--- config.mk ---
export PLATFORM = sky130hd
export DESIGN_NAME = lru_keyed_cache_table
export DESIGN_NICKNAME = d
export VERILOG_FILES = /design/src/sv/lkc_pkg.sv /design/src/sv/lru_keyed_cache_table.sv /design/src/sv/lkc_ram.sv /design/src/sv/lkc_scan.sv
export SDC_FILE = /design/constraint.sdc
export NUM_CORES = 2
export LEC_CHECK = 0
export ABC_AREA = 1
export BUFFER_PORTS_ARGS = -buffer_cell sky130_fd_sc_hd__buf_2
export CORE_MARGIN = 5
export CORE_UTILIZATION = 25
export DETAILED_ROUTE_END_ITERATION = 10
export GPL_TIMING_DRIVEN = 0
export HOLD_SLACK_MARGIN = 0.08
export PLACE_DENSITY_LB_ADDON = 0.15
export SETUP_SLACK_MARGIN = 0.05
export SYNTH_ARGS = -nofsm -noshare
export SYNTH_HDL_FRONTEND = slang
export SYNTH_MEMORY_MAX_BITS = 65536
export SYNTH_SLANG_ARGS = --single-unit
--- constraint.sdc ---
create_clock -name i_clk -period 13.1 [get_ports i_clk]
set_clock_uncertainty 0.2 [all_clocks]
set_input_delay 1.31 -clock i_clk [delete_from_list [all_inputs] [get_ports i_clk]]
set_output_delay 1.31 -clock i_clk [all_outputs]
set_load 0.05 [all_outputs]
--- src/sv/lkc_pkg.sv ---
`timescale 1ns / 1ps
// Shared types and constants for the LRU keyed cache table.
package lkc_pkg;

    localparam int KEY_W   = 64;
    localparam int PAY_W   = 64;
    localparam int ACT_W   = 2;
    localparam int LIMIT_W = 6;
    localparam int OCC_W   = 6;

    localparam logic [LIMIT_W-1:0] RESET_LIMIT = 6'd20;

    localparam logic [ACT_W-1:0] ACT_LOOKUP = 2'd0;
    localparam logic [ACT_W-1:0] ACT_PEEK   = 2'd1;
    localparam logic [ACT_W-1:0] ACT_INSERT = 2'd2;
    localparam logic [ACT_W-1:0] ACT_CLEAR  = 2'd3;

    typedef struct packed {
        logic [ACT_W-1:0] action;
        logic [KEY_W-1:0] lookup_key;
        logic [PAY_W-1:0] new_payload;
    } t_req;

    typedef struct packed {
        logic             hit;
        logic [PAY_W-1:0] found_payload;
        logic             evicted;
        logic [OCC_W-1:0] occupancy;
    } t_rsp;

    // Control of the search accumulator: start clears it, en presents one entry.
    typedef struct packed {
        logic start;
        logic en;
    } t_scan_ctl;

endpackage

--- src/sv/lru_keyed_cache_table.sv ---
`timescale 1ns / 1ps
// Top level of the fully associative LRU keyed cache table.
//
// A request is taken when start is high and busy is low; its result appears
// on o_rsp for exactly one cycle with o_done high and cannot be held off, so
// the receiver must take it in that cycle. A clear request finishes at once:
// its result shows in the next cycle and busy never rises. Every other request
// walks the key/rank memory one entry a cycle: a search walk, a resolve step,
// then a second walk to rewrite the age ranks on a lookup hit or an insert,
// and a finish step. A peek, a lookup miss, or any request that leaves the
// order untouched skips the second walk. The result strobe comes in the first
// cycle that busy is low, and a new request may be taken in that very cycle.
// Each walk sweeps the single read port of the key/rank memory in full.
// The user must write the entry_limit register through i_cfg_we and
// i_cfg_wdata only while the block is idle; the block does not enforce this.
// Values above CAPACITY act as CAPACITY.
module lru_keyed_cache_table #(
    parameter int CAPACITY = 32
) (
    input  logic                          i_clk,
    input  logic                          i_rst_n,
    input  logic                          start,
    output logic                          busy,
    input  lkc_pkg::t_req                 i_req,
    output logic                          o_done,
    output lkc_pkg::t_rsp                 o_rsp,
    input  logic                          i_cfg_we,
    input  logic [lkc_pkg::LIMIT_W-1:0]   i_cfg_wdata
);

    localparam int IDX_W  = $clog2(CAPACITY);
    localparam int RANK_W = $clog2(CAPACITY);
    localparam int CNT_W  = $clog2(CAPACITY + 1);
    localparam int KR_W   = lkc_pkg::KEY_W + RANK_W;
    localparam int CMP_W  = ((CNT_W > lkc_pkg::LIMIT_W) ? CNT_W : lkc_pkg::LIMIT_W) + 1;

    typedef enum logic [4:0] {
        S_IDLE    = 5'b00001,
        S_SCAN    = 5'b00010,
        S_RESOLVE = 5'b00100,
        S_UPDATE  = 5'b01000,
        S_FINISH  = 5'b10000
    } t_state;

    // How the age ranks change on the rewrite walk.
    typedef enum logic [1:0] {
        UPD_NONE  = 2'd0,
        UPD_TOUCH = 2'd1,
        UPD_ADD   = 2'd2
    } t_upd;

    t_state                        r_state;
    lkc_pkg::t_req                 r_req;
    lkc_pkg::t_rsp                 r_rsp;
    logic                          r_done;
    logic [lkc_pkg::LIMIT_W-1:0]   r_limit;
    logic [CAPACITY-1:0]           r_valid;
    logic [CNT_W-1:0]              r_count;
    logic [CNT_W-1:0]              r_idx;

    // Decisions made once the search is over.
    t_upd                          r_kind,      n_kind;
    logic [IDX_W-1:0]              r_slot,      n_slot;
    logic                          r_set_en,    n_set_en;
    logic                          r_clr_en,    n_clr_en;
    logic [IDX_W-1:0]              r_clr_idx,   n_clr_idx;
    logic                          r_evicted,   n_evicted;
    logic [CNT_W-1:0]              r_new_count, n_new_count;
    logic [RANK_W-1:0]             r_slot_rank, n_slot_rank;

    logic                          n_done;
    logic [CAPACITY-1:0]           n_valid;

    logic                          w_accept;
    logic                          w_is_insert;
    logic [CNT_W-1:0]              w_prev;
    logic [IDX_W-1:0]              w_entry_idx;
    logic [IDX_W-1:0]              w_raddr;
    logic                          w_entry_valid;

    logic [KR_W-1:0]               w_kr_rdata;
    logic [lkc_pkg::KEY_W-1:0]     w_ent_key;
    logic [RANK_W-1:0]             w_ent_rank;
    logic                          w_kr_we;
    logic [KR_W-1:0]               w_kr_wdata;
    logic [lkc_pkg::PAY_W-1:0]     w_pay_rdata;
    logic                          w_pay_we;

    lkc_pkg::t_scan_ctl            w_scan_ctl;
    logic                          w_hit_found;
    logic [IDX_W-1:0]              w_hit_idx;
    logic [RANK_W-1:0]             w_hit_rank;
    logic                          w_free_found;
    logic [IDX_W-1:0]              w_free_idx;
    logic [IDX_W-1:0]              w_old1_idx;
    logic [IDX_W-1:0]              w_old2_idx;

    logic [CMP_W-1:0]              w_limit_sat;
    logic [CMP_W-1:0]              w_count_ext;

    assign w_accept    = start && !busy;
    assign w_is_insert = (r_req.action == lkc_pkg::ACT_INSERT);

    // The memory read is registered, so the counter value
    // k presents entry k - 1; the final count value only drains the pipeline.
    assign w_prev        = r_idx - CNT_W'(1);
    assign w_entry_idx   = w_prev[IDX_W-1:0];
    assign w_raddr       = (r_idx == CNT_W'(CAPACITY)) ? '0 : r_idx[IDX_W-1:0];
    assign w_entry_valid = r_valid[w_entry_idx];

    assign w_ent_key  = w_kr_rdata[RANK_W +: lkc_pkg::KEY_W];
    assign w_ent_rank = w_kr_rdata[RANK_W-1:0];

    assign w_scan_ctl.start = w_accept && (i_req.action != lkc_pkg::ACT_CLEAR);
    assign w_scan_ctl.en    = (r_state == S_SCAN) && (r_idx != '0);

    lkc_scan #(
        .CAPACITY (CAPACITY)
    ) u_scan (
        .i_clk        (i_clk),
        .i_rst_n      (i_rst_n),
        .i_ctl        (w_scan_ctl),
        .i_idx        (w_entry_idx),
        .i_valid      (w_entry_valid),
        .i_entry_key  (w_ent_key),
        .i_entry_rank (w_ent_rank),
        .i_key        (r_req.lookup_key),
        .i_count      (r_count),
        .o_hit_found  (w_hit_found),
        .o_hit_idx    (w_hit_idx),
        .o_hit_rank   (w_hit_rank),
        .o_free_found (w_free_found),
        .o_free_idx   (w_free_idx),
        .o_old1_idx   (w_old1_idx),
        .o_old2_idx   (w_old2_idx)
    );

    // Rank rewrite: the touched or new slot becomes most recent, and the
    // entries it passes age by one. Entries that do not change are not written.
    always_comb begin
        w_kr_we    = 1'b0;
        w_kr_wdata = w_kr_rdata;
        if ((r_state == S_UPDATE) && (r_idx != '0)) begin
            if (w_entry_idx == r_slot) begin
                w_kr_we = 1'b1;
                if (r_kind == UPD_ADD) begin
                    w_kr_wdata = {r_req.lookup_key, {RANK_W{1'b0}}};
                end else begin
                    w_kr_wdata = {w_ent_key, {RANK_W{1'b0}}};
                end
            end else if (w_entry_valid
                         && ((r_kind == UPD_ADD) || (w_ent_rank < r_slot_rank))) begin
                w_kr_we    = 1'b1;
                w_kr_wdata = {w_ent_key, w_ent_rank + RANK_W'(1)};
            end
        end
    end

    lkc_ram #(
        .WIDTH (KR_W),
        .DEPTH (CAPACITY)
    ) u_key_rank_ram (
        .i_clk   (i_clk),
        .i_we    (w_kr_we),
        .i_waddr (w_entry_idx),
        .i_wdata (w_kr_wdata),
        .i_raddr (w_raddr),
        .o_rdata (w_kr_rdata)
    );

    // The payload is written once the slot is chosen and is read at the
    // matching slot, which is stable from the end of the search on.
    assign w_pay_we = (r_state == S_RESOLVE) && w_is_insert;

    lkc_ram #(
        .WIDTH (lkc_pkg::PAY_W),
        .DEPTH (CAPACITY)
    ) u_payload_ram (
        .i_clk   (i_clk),
        .i_we    (w_pay_we),
        .i_waddr (n_slot),
        .i_wdata (r_req.new_payload),
        .i_raddr (w_hit_idx),
        .o_rdata (w_pay_rdata)
    );

    assign w_count_ext = CMP_W'(r_count);
    assign w_limit_sat = (CMP_W'(r_limit) > CMP_W'(CAPACITY)) ? CMP_W'(CAPACITY)
                                                              : CMP_W'(r_limit);

    // Outcome of a request once the search results are known.
    always_comb begin
        n_kind      = UPD_NONE;
        n_slot      = w_hit_idx;
        n_slot_rank = w_hit_rank;
        n_set_en    = 1'b0;
        n_clr_en    = 1'b0;
        n_clr_idx   = w_old1_idx;
        n_evicted   = 1'b0;
        n_new_count = r_count;
        if ((r_req.action == lkc_pkg::ACT_LOOKUP) && w_hit_found) begin
            n_kind = UPD_TOUCH;
        end else if (w_is_insert) begin
            if (w_hit_found) begin
                n_kind = UPD_TOUCH;
                if (w_count_ext > w_limit_sat) begin
                    // After the touch the oldest is the old oldest, unless the
                    // touched entry was itself the oldest.
                    n_evicted   = 1'b1;
                    n_clr_en    = 1'b1;
                    n_new_count = r_count - CNT_W'(1);
                    if (CNT_W'(w_hit_rank) == r_count - CNT_W'(1)) begin
                        n_clr_idx = (r_count == CNT_W'(1)) ? w_hit_idx : w_old2_idx;
                    end
                end
            end else if (!w_free_found) begin
                // Full table: the oldest slot is reused for the new key.
                n_kind    = UPD_ADD;
                n_slot    = w_old1_idx;
                n_evicted = 1'b1;
            end else begin
                n_kind      = UPD_ADD;
                n_slot      = w_free_idx;
                n_set_en    = 1'b1;
                n_new_count = r_count + CNT_W'(1);
                if (w_count_ext + CMP_W'(1) > w_limit_sat) begin
                    // With an empty table the new entry is itself the oldest.
                    n_evicted   = 1'b1;
                    n_clr_en    = 1'b1;
                    n_new_count = r_count;
                    n_clr_idx   = (r_count == '0) ? w_free_idx : w_old1_idx;
                end
            end
        end
    end

    // Valid bits at the end of a request. A self-evicted new entry is set and
    // cleared in the same step; the clear is applied last and wins.
    always_comb begin
        n_valid = r_valid;
        if (r_set_en) begin
            n_valid[r_slot] = 1'b1;
        end
        if (r_clr_en) begin
            n_valid[r_clr_idx] = 1'b0;
        end
    end

    // The strobe rises after the last cycle of a request, or right after a clear.
    assign n_done = (r_state == S_FINISH)
                    || (w_accept && (i_req.action == lkc_pkg::ACT_CLEAR));

    always_ff @(posedge i_clk) begin
        if (!i_rst_n) begin
            r_state <= S_IDLE;
            r_done  <= 1'b0;
            r_limit <= lkc_pkg::RESET_LIMIT;
            r_valid <= '0;
            r_count <= '0;
            r_idx   <= '0;
        end else begin
            r_done <= n_done;
            if (i_cfg_we) begin
                r_limit <= i_cfg_wdata;
            end
            case (r_state)
                S_IDLE: begin
                    if (w_accept) begin
                        r_req <= i_req;
                        r_idx <= '0;
                        if (i_req.action == lkc_pkg::ACT_CLEAR) begin
                            r_valid <= '0;
                            r_count <= '0;
                            r_rsp   <= '0;
                        end else begin
                            r_state <= S_SCAN;
                        end
                    end
                end
                S_SCAN: begin
                    if (r_idx == CNT_W'(CAPACITY)) begin
                        r_state <= S_RESOLVE;
                    end
                    r_idx <= r_idx + CNT_W'(1);
                end
                S_RESOLVE: begin
                    r_kind      <= n_kind;
                    r_slot      <= n_slot;
                    r_slot_rank <= n_slot_rank;
                    r_set_en    <= n_set_en;
                    r_clr_en    <= n_clr_en;
                    r_clr_idx   <= n_clr_idx;
                    r_evicted   <= n_evicted;
                    r_new_count <= n_new_count;
                    r_idx       <= '0;
                    r_state     <= (n_kind == UPD_NONE) ? S_FINISH : S_UPDATE;
                end
                S_UPDATE: begin
                    if (r_idx == CNT_W'(CAPACITY)) begin
                        r_state <= S_FINISH;
                    end
                    r_idx <= r_idx + CNT_W'(1);
                end
                S_FINISH: begin
                    r_valid <= n_valid;
                    r_count <= r_new_count;
                    r_rsp   <= '{hit:           w_hit_found,
                                 found_payload: (w_hit_found && !w_is_insert)
                                                ? w_pay_rdata
                                                : {lkc_pkg::PAY_W{1'b0}},
                                 evicted:       r_evicted,
                                 occupancy:     lkc_pkg::OCC_W'(r_new_count)};
                    r_state <= S_IDLE;
                end
                default: begin
                    r_state <= S_IDLE;
                end
            endcase
        end
    end

    assign busy   = (r_state != S_IDLE);
    assign o_done = r_done;
    assign o_rsp  = r_rsp;

endmodule

--- src/sv/lkc_ram.sv ---
`timescale 1ns / 1ps
// Generic simple dual-port RAM with one write port and a registered read port.
module lkc_ram #(
    parameter int WIDTH = 64,
    parameter int DEPTH = 32
) (
    input  logic                     i_clk,
    input  logic                     i_we,
    input  logic [$clog2(DEPTH)-1:0] i_waddr,
    input  logic [WIDTH-1:0]         i_wdata,
    input  logic [$clog2(DEPTH)-1:0] i_raddr,
    output logic [WIDTH-1:0]         o_rdata
);

    logic [WIDTH-1:0] r_mem [DEPTH];
    logic [WIDTH-1:0] r_rdata;

    always_ff @(posedge i_clk) begin
        if (i_we) begin
            r_mem[i_waddr] <= i_wdata;
        end
        r_rdata <= r_mem[i_raddr];
    end

    assign o_rdata = r_rdata;

endmodule

--- src/sv/lkc_scan.sv ---
`timescale 1ns / 1ps
// Search accumulator: collects key match, free slot and the two oldest entries over a scan.
module lkc_scan #(
    parameter int CAPACITY = 32
) (
    input  logic                              i_clk,
    input  logic                              i_rst_n,
    input  lkc_pkg::t_scan_ctl                i_ctl,
    input  logic [$clog2(CAPACITY)-1:0]       i_idx,
    input  logic                              i_valid,
    input  logic [lkc_pkg::KEY_W-1:0]         i_entry_key,
    input  logic [$clog2(CAPACITY)-1:0]       i_entry_rank,
    input  logic [lkc_pkg::KEY_W-1:0]         i_key,
    input  logic [$clog2(CAPACITY+1)-1:0]     i_count,
    output logic                              o_hit_found,
    output logic [$clog2(CAPACITY)-1:0]       o_hit_idx,
    output logic [$clog2(CAPACITY)-1:0]       o_hit_rank,
    output logic                              o_free_found,
    output logic [$clog2(CAPACITY)-1:0]       o_free_idx,
    output logic [$clog2(CAPACITY)-1:0]       o_old1_idx,
    output logic [$clog2(CAPACITY)-1:0]       o_old2_idx
);

    localparam int IDX_W = $clog2(CAPACITY);
    localparam int CNT_W = $clog2(CAPACITY + 1);

    logic             r_hit_found;
    logic [IDX_W-1:0] r_hit_idx;
    logic [IDX_W-1:0] r_hit_rank;
    logic             r_free_found;
    logic [IDX_W-1:0] r_free_idx;
    logic [IDX_W-1:0] r_old1_idx;
    logic [IDX_W-1:0] r_old2_idx;

    logic [CNT_W-1:0] w_rank_ext;
    logic             w_is_old1;
    logic             w_is_old2;

    assign w_rank_ext = CNT_W'(i_entry_rank);
    assign w_is_old1  = i_valid && (i_count >= CNT_W'(1))
                        && (w_rank_ext == i_count - CNT_W'(1));
    assign w_is_old2  = i_valid && (i_count >= CNT_W'(2))
                        && (w_rank_ext == i_count - CNT_W'(2));

    always_ff @(posedge i_clk) begin
        if (!i_rst_n) begin
            r_hit_found  <= 1'b0;
            r_free_found <= 1'b0;
        end else if (i_ctl.start) begin
            r_hit_found  <= 1'b0;
            r_free_found <= 1'b0;
        end else if (i_ctl.en) begin
            // The lowest matching index wins, as does the lowest free slot.
            if (!r_hit_found && i_valid && (i_entry_key == i_key)) begin
                r_hit_found <= 1'b1;
                r_hit_idx   <= i_idx;
                r_hit_rank  <= i_entry_rank;
            end
            if (!r_free_found && !i_valid) begin
                r_free_found <= 1'b1;
                r_free_idx   <= i_idx;
            end
            if (w_is_old1) begin
                r_old1_idx <= i_idx;
            end
            if (w_is_old2) begin
                r_old2_idx <= i_idx;
            end
        end
    end

    assign o_hit_found  = r_hit_found;
    assign o_hit_idx    = r_hit_idx;
    assign o_hit_rank   = r_hit_rank;
    assign o_free_found = r_free_found;
    assign o_free_idx   = r_free_idx;
    assign o_old1_idx   = r_old1_idx;
    assign o_old2_idx   = r_old2_idx;

endmodule

==> results.json <==
{
  "route.detailed.drc": 0,
  "power_density_nw_per_um2": 148,
  "ys_seq_elements": 4700,
  "vias_per_cell": 4.98,
  "hold_viol": 0,
  "cp_num_buf_inv": 4,
  "worstPathArrival_ns": 6.46,
  "die_area_sq_um": 748000,
  "synth_async_sr_flop_share_pct": 0,
  "start_util_pct": 25.0,
  "via_count": 124935,
  "area_delta_synth_final_pct": 21.9,
  "synth_commonest_cells": "edfxtp_1 (4509), nor2_1 (2343), o21ai_0 (2293), nand2_1 (855), clkbuf_1 (671)",
  "cts_made_buffers": 559,
  "fin_hold_ws_ns": 0.201,
  "muxShareOfSynthArea_pct": 0,
  "synth_simple_gate_area_share_pct": 8.47,
  "syn-cell-area_sq_um": 183000,
  "grt_pass1_wl_mm": 1100,
  "setup_viol": 0,
  "cp_cell_sequence": "buf_2, inv_1, buf_2, ha_1, nand2_1, nor3_1, nor2_1, nand4_1, nor2_1, nand3_1, nor2_1, nand2_1, inv_1",
  "rows": 314,
  "fin_nets": 15146,
  "postRouteAntennaNets": 0,
  "clkTransAtPathRegs_ns": 0.05,
  "yosys-top-cells-area": "edfxtp_1 (74%), o21ai_0 (6.3%), nor2_1 (4.8%), dfxtp_1 (2.1%), o22ai_1 (2.0%)",
  "period_share_pct": 45.8,
  "cts_setup_buffers": 0,
  "grt_pass1_vias": 118665,
  "synth_top_cell_by_area": "edfxtp_1",
  "ctsResizeCount": 0,
  "violations": "max-capacitance violations, max-slew violations",
  "hp-class": "primary input to register",
  "status": "finished, violations left",
  "yosysTopAreaCellShare_pct": 74.1,
  "ir_drop_mv": 0.135,
  "power.leakage_nw": 72.8,
  "crit_family": "simple AND/OR/NAND/NOR gates",
  "antenna_found_initial": 84,
  "slew_viol_final": 47,
  "drt_iter0_drc": 14363,
  "die_w_microns": 865,
  "rsz0062_at_grt": "no",
  "dpl.cell_count": 24040,
  "synth_cell_types": 46,
  "core_region_area_sq_um": 730000,
  "start_kind": "register",
  "crit_required_ns": 13.56,
  "synth_compound_area_share_pct": 11.6,
  "cp_slowest_cell": "nor2_1",
  "cts_tree": "done",
  "drtPass1Iterations": 8,
  "crit_top_cell": "nor2_1",
  "synth_edf_count": 4509,
  "grt_overflow": 0,
  "syn-num-nets": 13997,
  "wl_per_cell_microns": 33.2,
  "maxCapViolations": 6,
  "synth_top_family_by_area": "compound AO/OA/AOI/OAI gates",
  "worstSkewPairLatency_ns": 1.09,
  "dp.final_hpwl_mm": 583,
  "holdBufCountCts": 0,
  "max_slew_margin_pct": -6.39,
  "tns_ns": 0,
  "wirelength_mm": 834,
  "synth_ff_type": "edfxtp_1",
  "cts_root_buffer": "clkbuf_16",
  "yosys_warnings": 0,
  "end_kind": "register",
  "synth-xor-area-share_pct": 0.188,
  "portBuffers": 213,
  "power_mw": 32.9,
  "worstSetupPathType": "register to register",
  "grt_max_degree": 33,
  "slowest_delay_ns": 1.16,
  "die_h_microns": 865,
  "post_route_cells_drive_above_1_share_pct": 11.4,
  "synthAdderAreaFrac_pct": 0.205,
  "seq_area_frac_synth_pct": 76.2,
  "grt_usage_pct": 21.4,
  "place.gp.congestion": 0.823,
  "ios": 214,
  "clock-sinks": 4700,
  "tightest_slew_ns": 1.60,
  "clock_path_buffers": 4,
  "synth.most_common_cell": "edfxtp_1",
  "cp_max_fo": 16,
  "post-route-min-period_ns": 6.00,
  "synthCells": 13827,
  "nFillCells": 73591,
  "fin_cells": 25112,
  "htree_levels": 6,
  "max_freq_mhz": 167,
  "avgSynthCellArea_sq_um": 13.2
}
[layout make-up]
type	count	area, sq um	area share [%]
Antenna cell	50	125	0.0562
Buffer	897	3760	1.69
Clock buffer	771	15400	6.91
Clock inverter	238	2160	0.970
Inverter	611	2290	1.03
Multi-Input combinational cell	7619	38300	17.2
Sequential cell	4700	139000	62.5
Tap cell	9638	12100	5.42
Timing Repair Buffer	588	9310	4.18
[registers in the layout, indices dropped and copies added (netlist names), 6 cells and up]
| name | cells |
|---|---|
| u_payload_ram.o_rdata | 64 |
| r_valid | 32 |
| u_key_rank_ram.r_mem | 2208 |
| u_key_rank_ram.o_rdata | 69 |
| r_count | 6 |
| u_payload_ram.r_mem | 2048 |
| r_req | 130 |
| o_rsp | 72 |
| r_limit | 6 |
| r_new_count | 6 |
| r_idx | 6 |
[metal layers]
layer | vias up | GRT usage (%) | wire length [microns]
met5 | - | 0 | 26
met4 | 4 | 6.35 | 28000
met3 | 1051 | 2.86 | 50500
met2 | 5055 | 35.9 | 400000
met1 | 65284 | 28.7 | 355000
li1 | 53541 | - | -
[worst paths after layout]
kind               start                   to  slack (ns)  cells past startpoint
max             r_idx[0]  u_scan.o_hit_idx[1]        7.10                     13
min           i_req[104]           r_req[104]        0.20                      1
max reg2reg     r_idx[0]  u_scan.o_hit_idx[1]        7.10                     13
min reg2reg  r_valid[24]          r_valid[24]        0.25                      2
[through the flow]
| stage | instance area (sq um) | setup slack [ns] | utilization, % |
|---|---|---|---|
| 2_1_floorplan | 183000 | 5.29 | - |
| 3_3_place_gp | 196000 | -3.22 | 26.8 |
| 3_5_place_dp | 205000 | 7.21 | 28.0 |
| 4_1_cts | 222000 | 7.12 | 30.4 |
| 5_1_grt | 223000 | 6.89 | 30.5 |
| 6_report | 223000 | 7.10 | 30.5 |
[cell families after synthesis]
group / after synthesis
flip-flops: 4700
AO/OA/AOI/OAI: 3738
AND/OR/NAND/NOR: 3814
buffers and inverters: 1508
adder cells (fa/ha/maj): 30
XOR/XNOR: 37
[worst reg2reg max path, stage by stage, from the launching register on]
cell and delay (ns):
dfxtp_1 0.38, buf_2 0.20, inv_1 0.08, buf_2 0.28
ha_1 0.31, nand2_1 0.07, nor3_1 0.09, nor2_1 1.10
nand4_1 0.64, nor2_1 0.29, nand3_1 0.10, nor2_1 1.16
nand2_1 0.21, inv_1 0.47
[layout by cell type, fill, tap and decap left out, types with 61 or more instances in the layout]
| cell type | instances |
|---|---|
| a21oi_1 | 210 |
| buf_12 | 262 |
| buf_16 | 104 |
| buf_2 | 369 |
| clkbuf_1 | 764 |
| clkbuf_16 | 570 |
| clkbuf_2 | 71 |
| clkinv_1 | 98 |
| clkinv_2 | 61 |
| dfxtp_1 | 191 |
| edfxtp_1 | 4509 |
| inv_1 | 599 |
| nand2_1 | 852 |
| nand3_1 | 301 |
| nand4_1 | 234 |
| nor2_1 | 2273 |
| nor2_4 | 70 |
| o21a_1 | 144 |
| o21ai_0 | 2293 |
| o21bai_1 | 70 |
| o221ai_1 | 310 |
| o22ai_1 | 579 |
[power by group]
group | internal (mW) | switching [mW]
registers | 16.6 | 0.123
logic | 0.195 | 0.701
clock network | 8.71 | 6.58
Power figures use the tool's default switching activity.
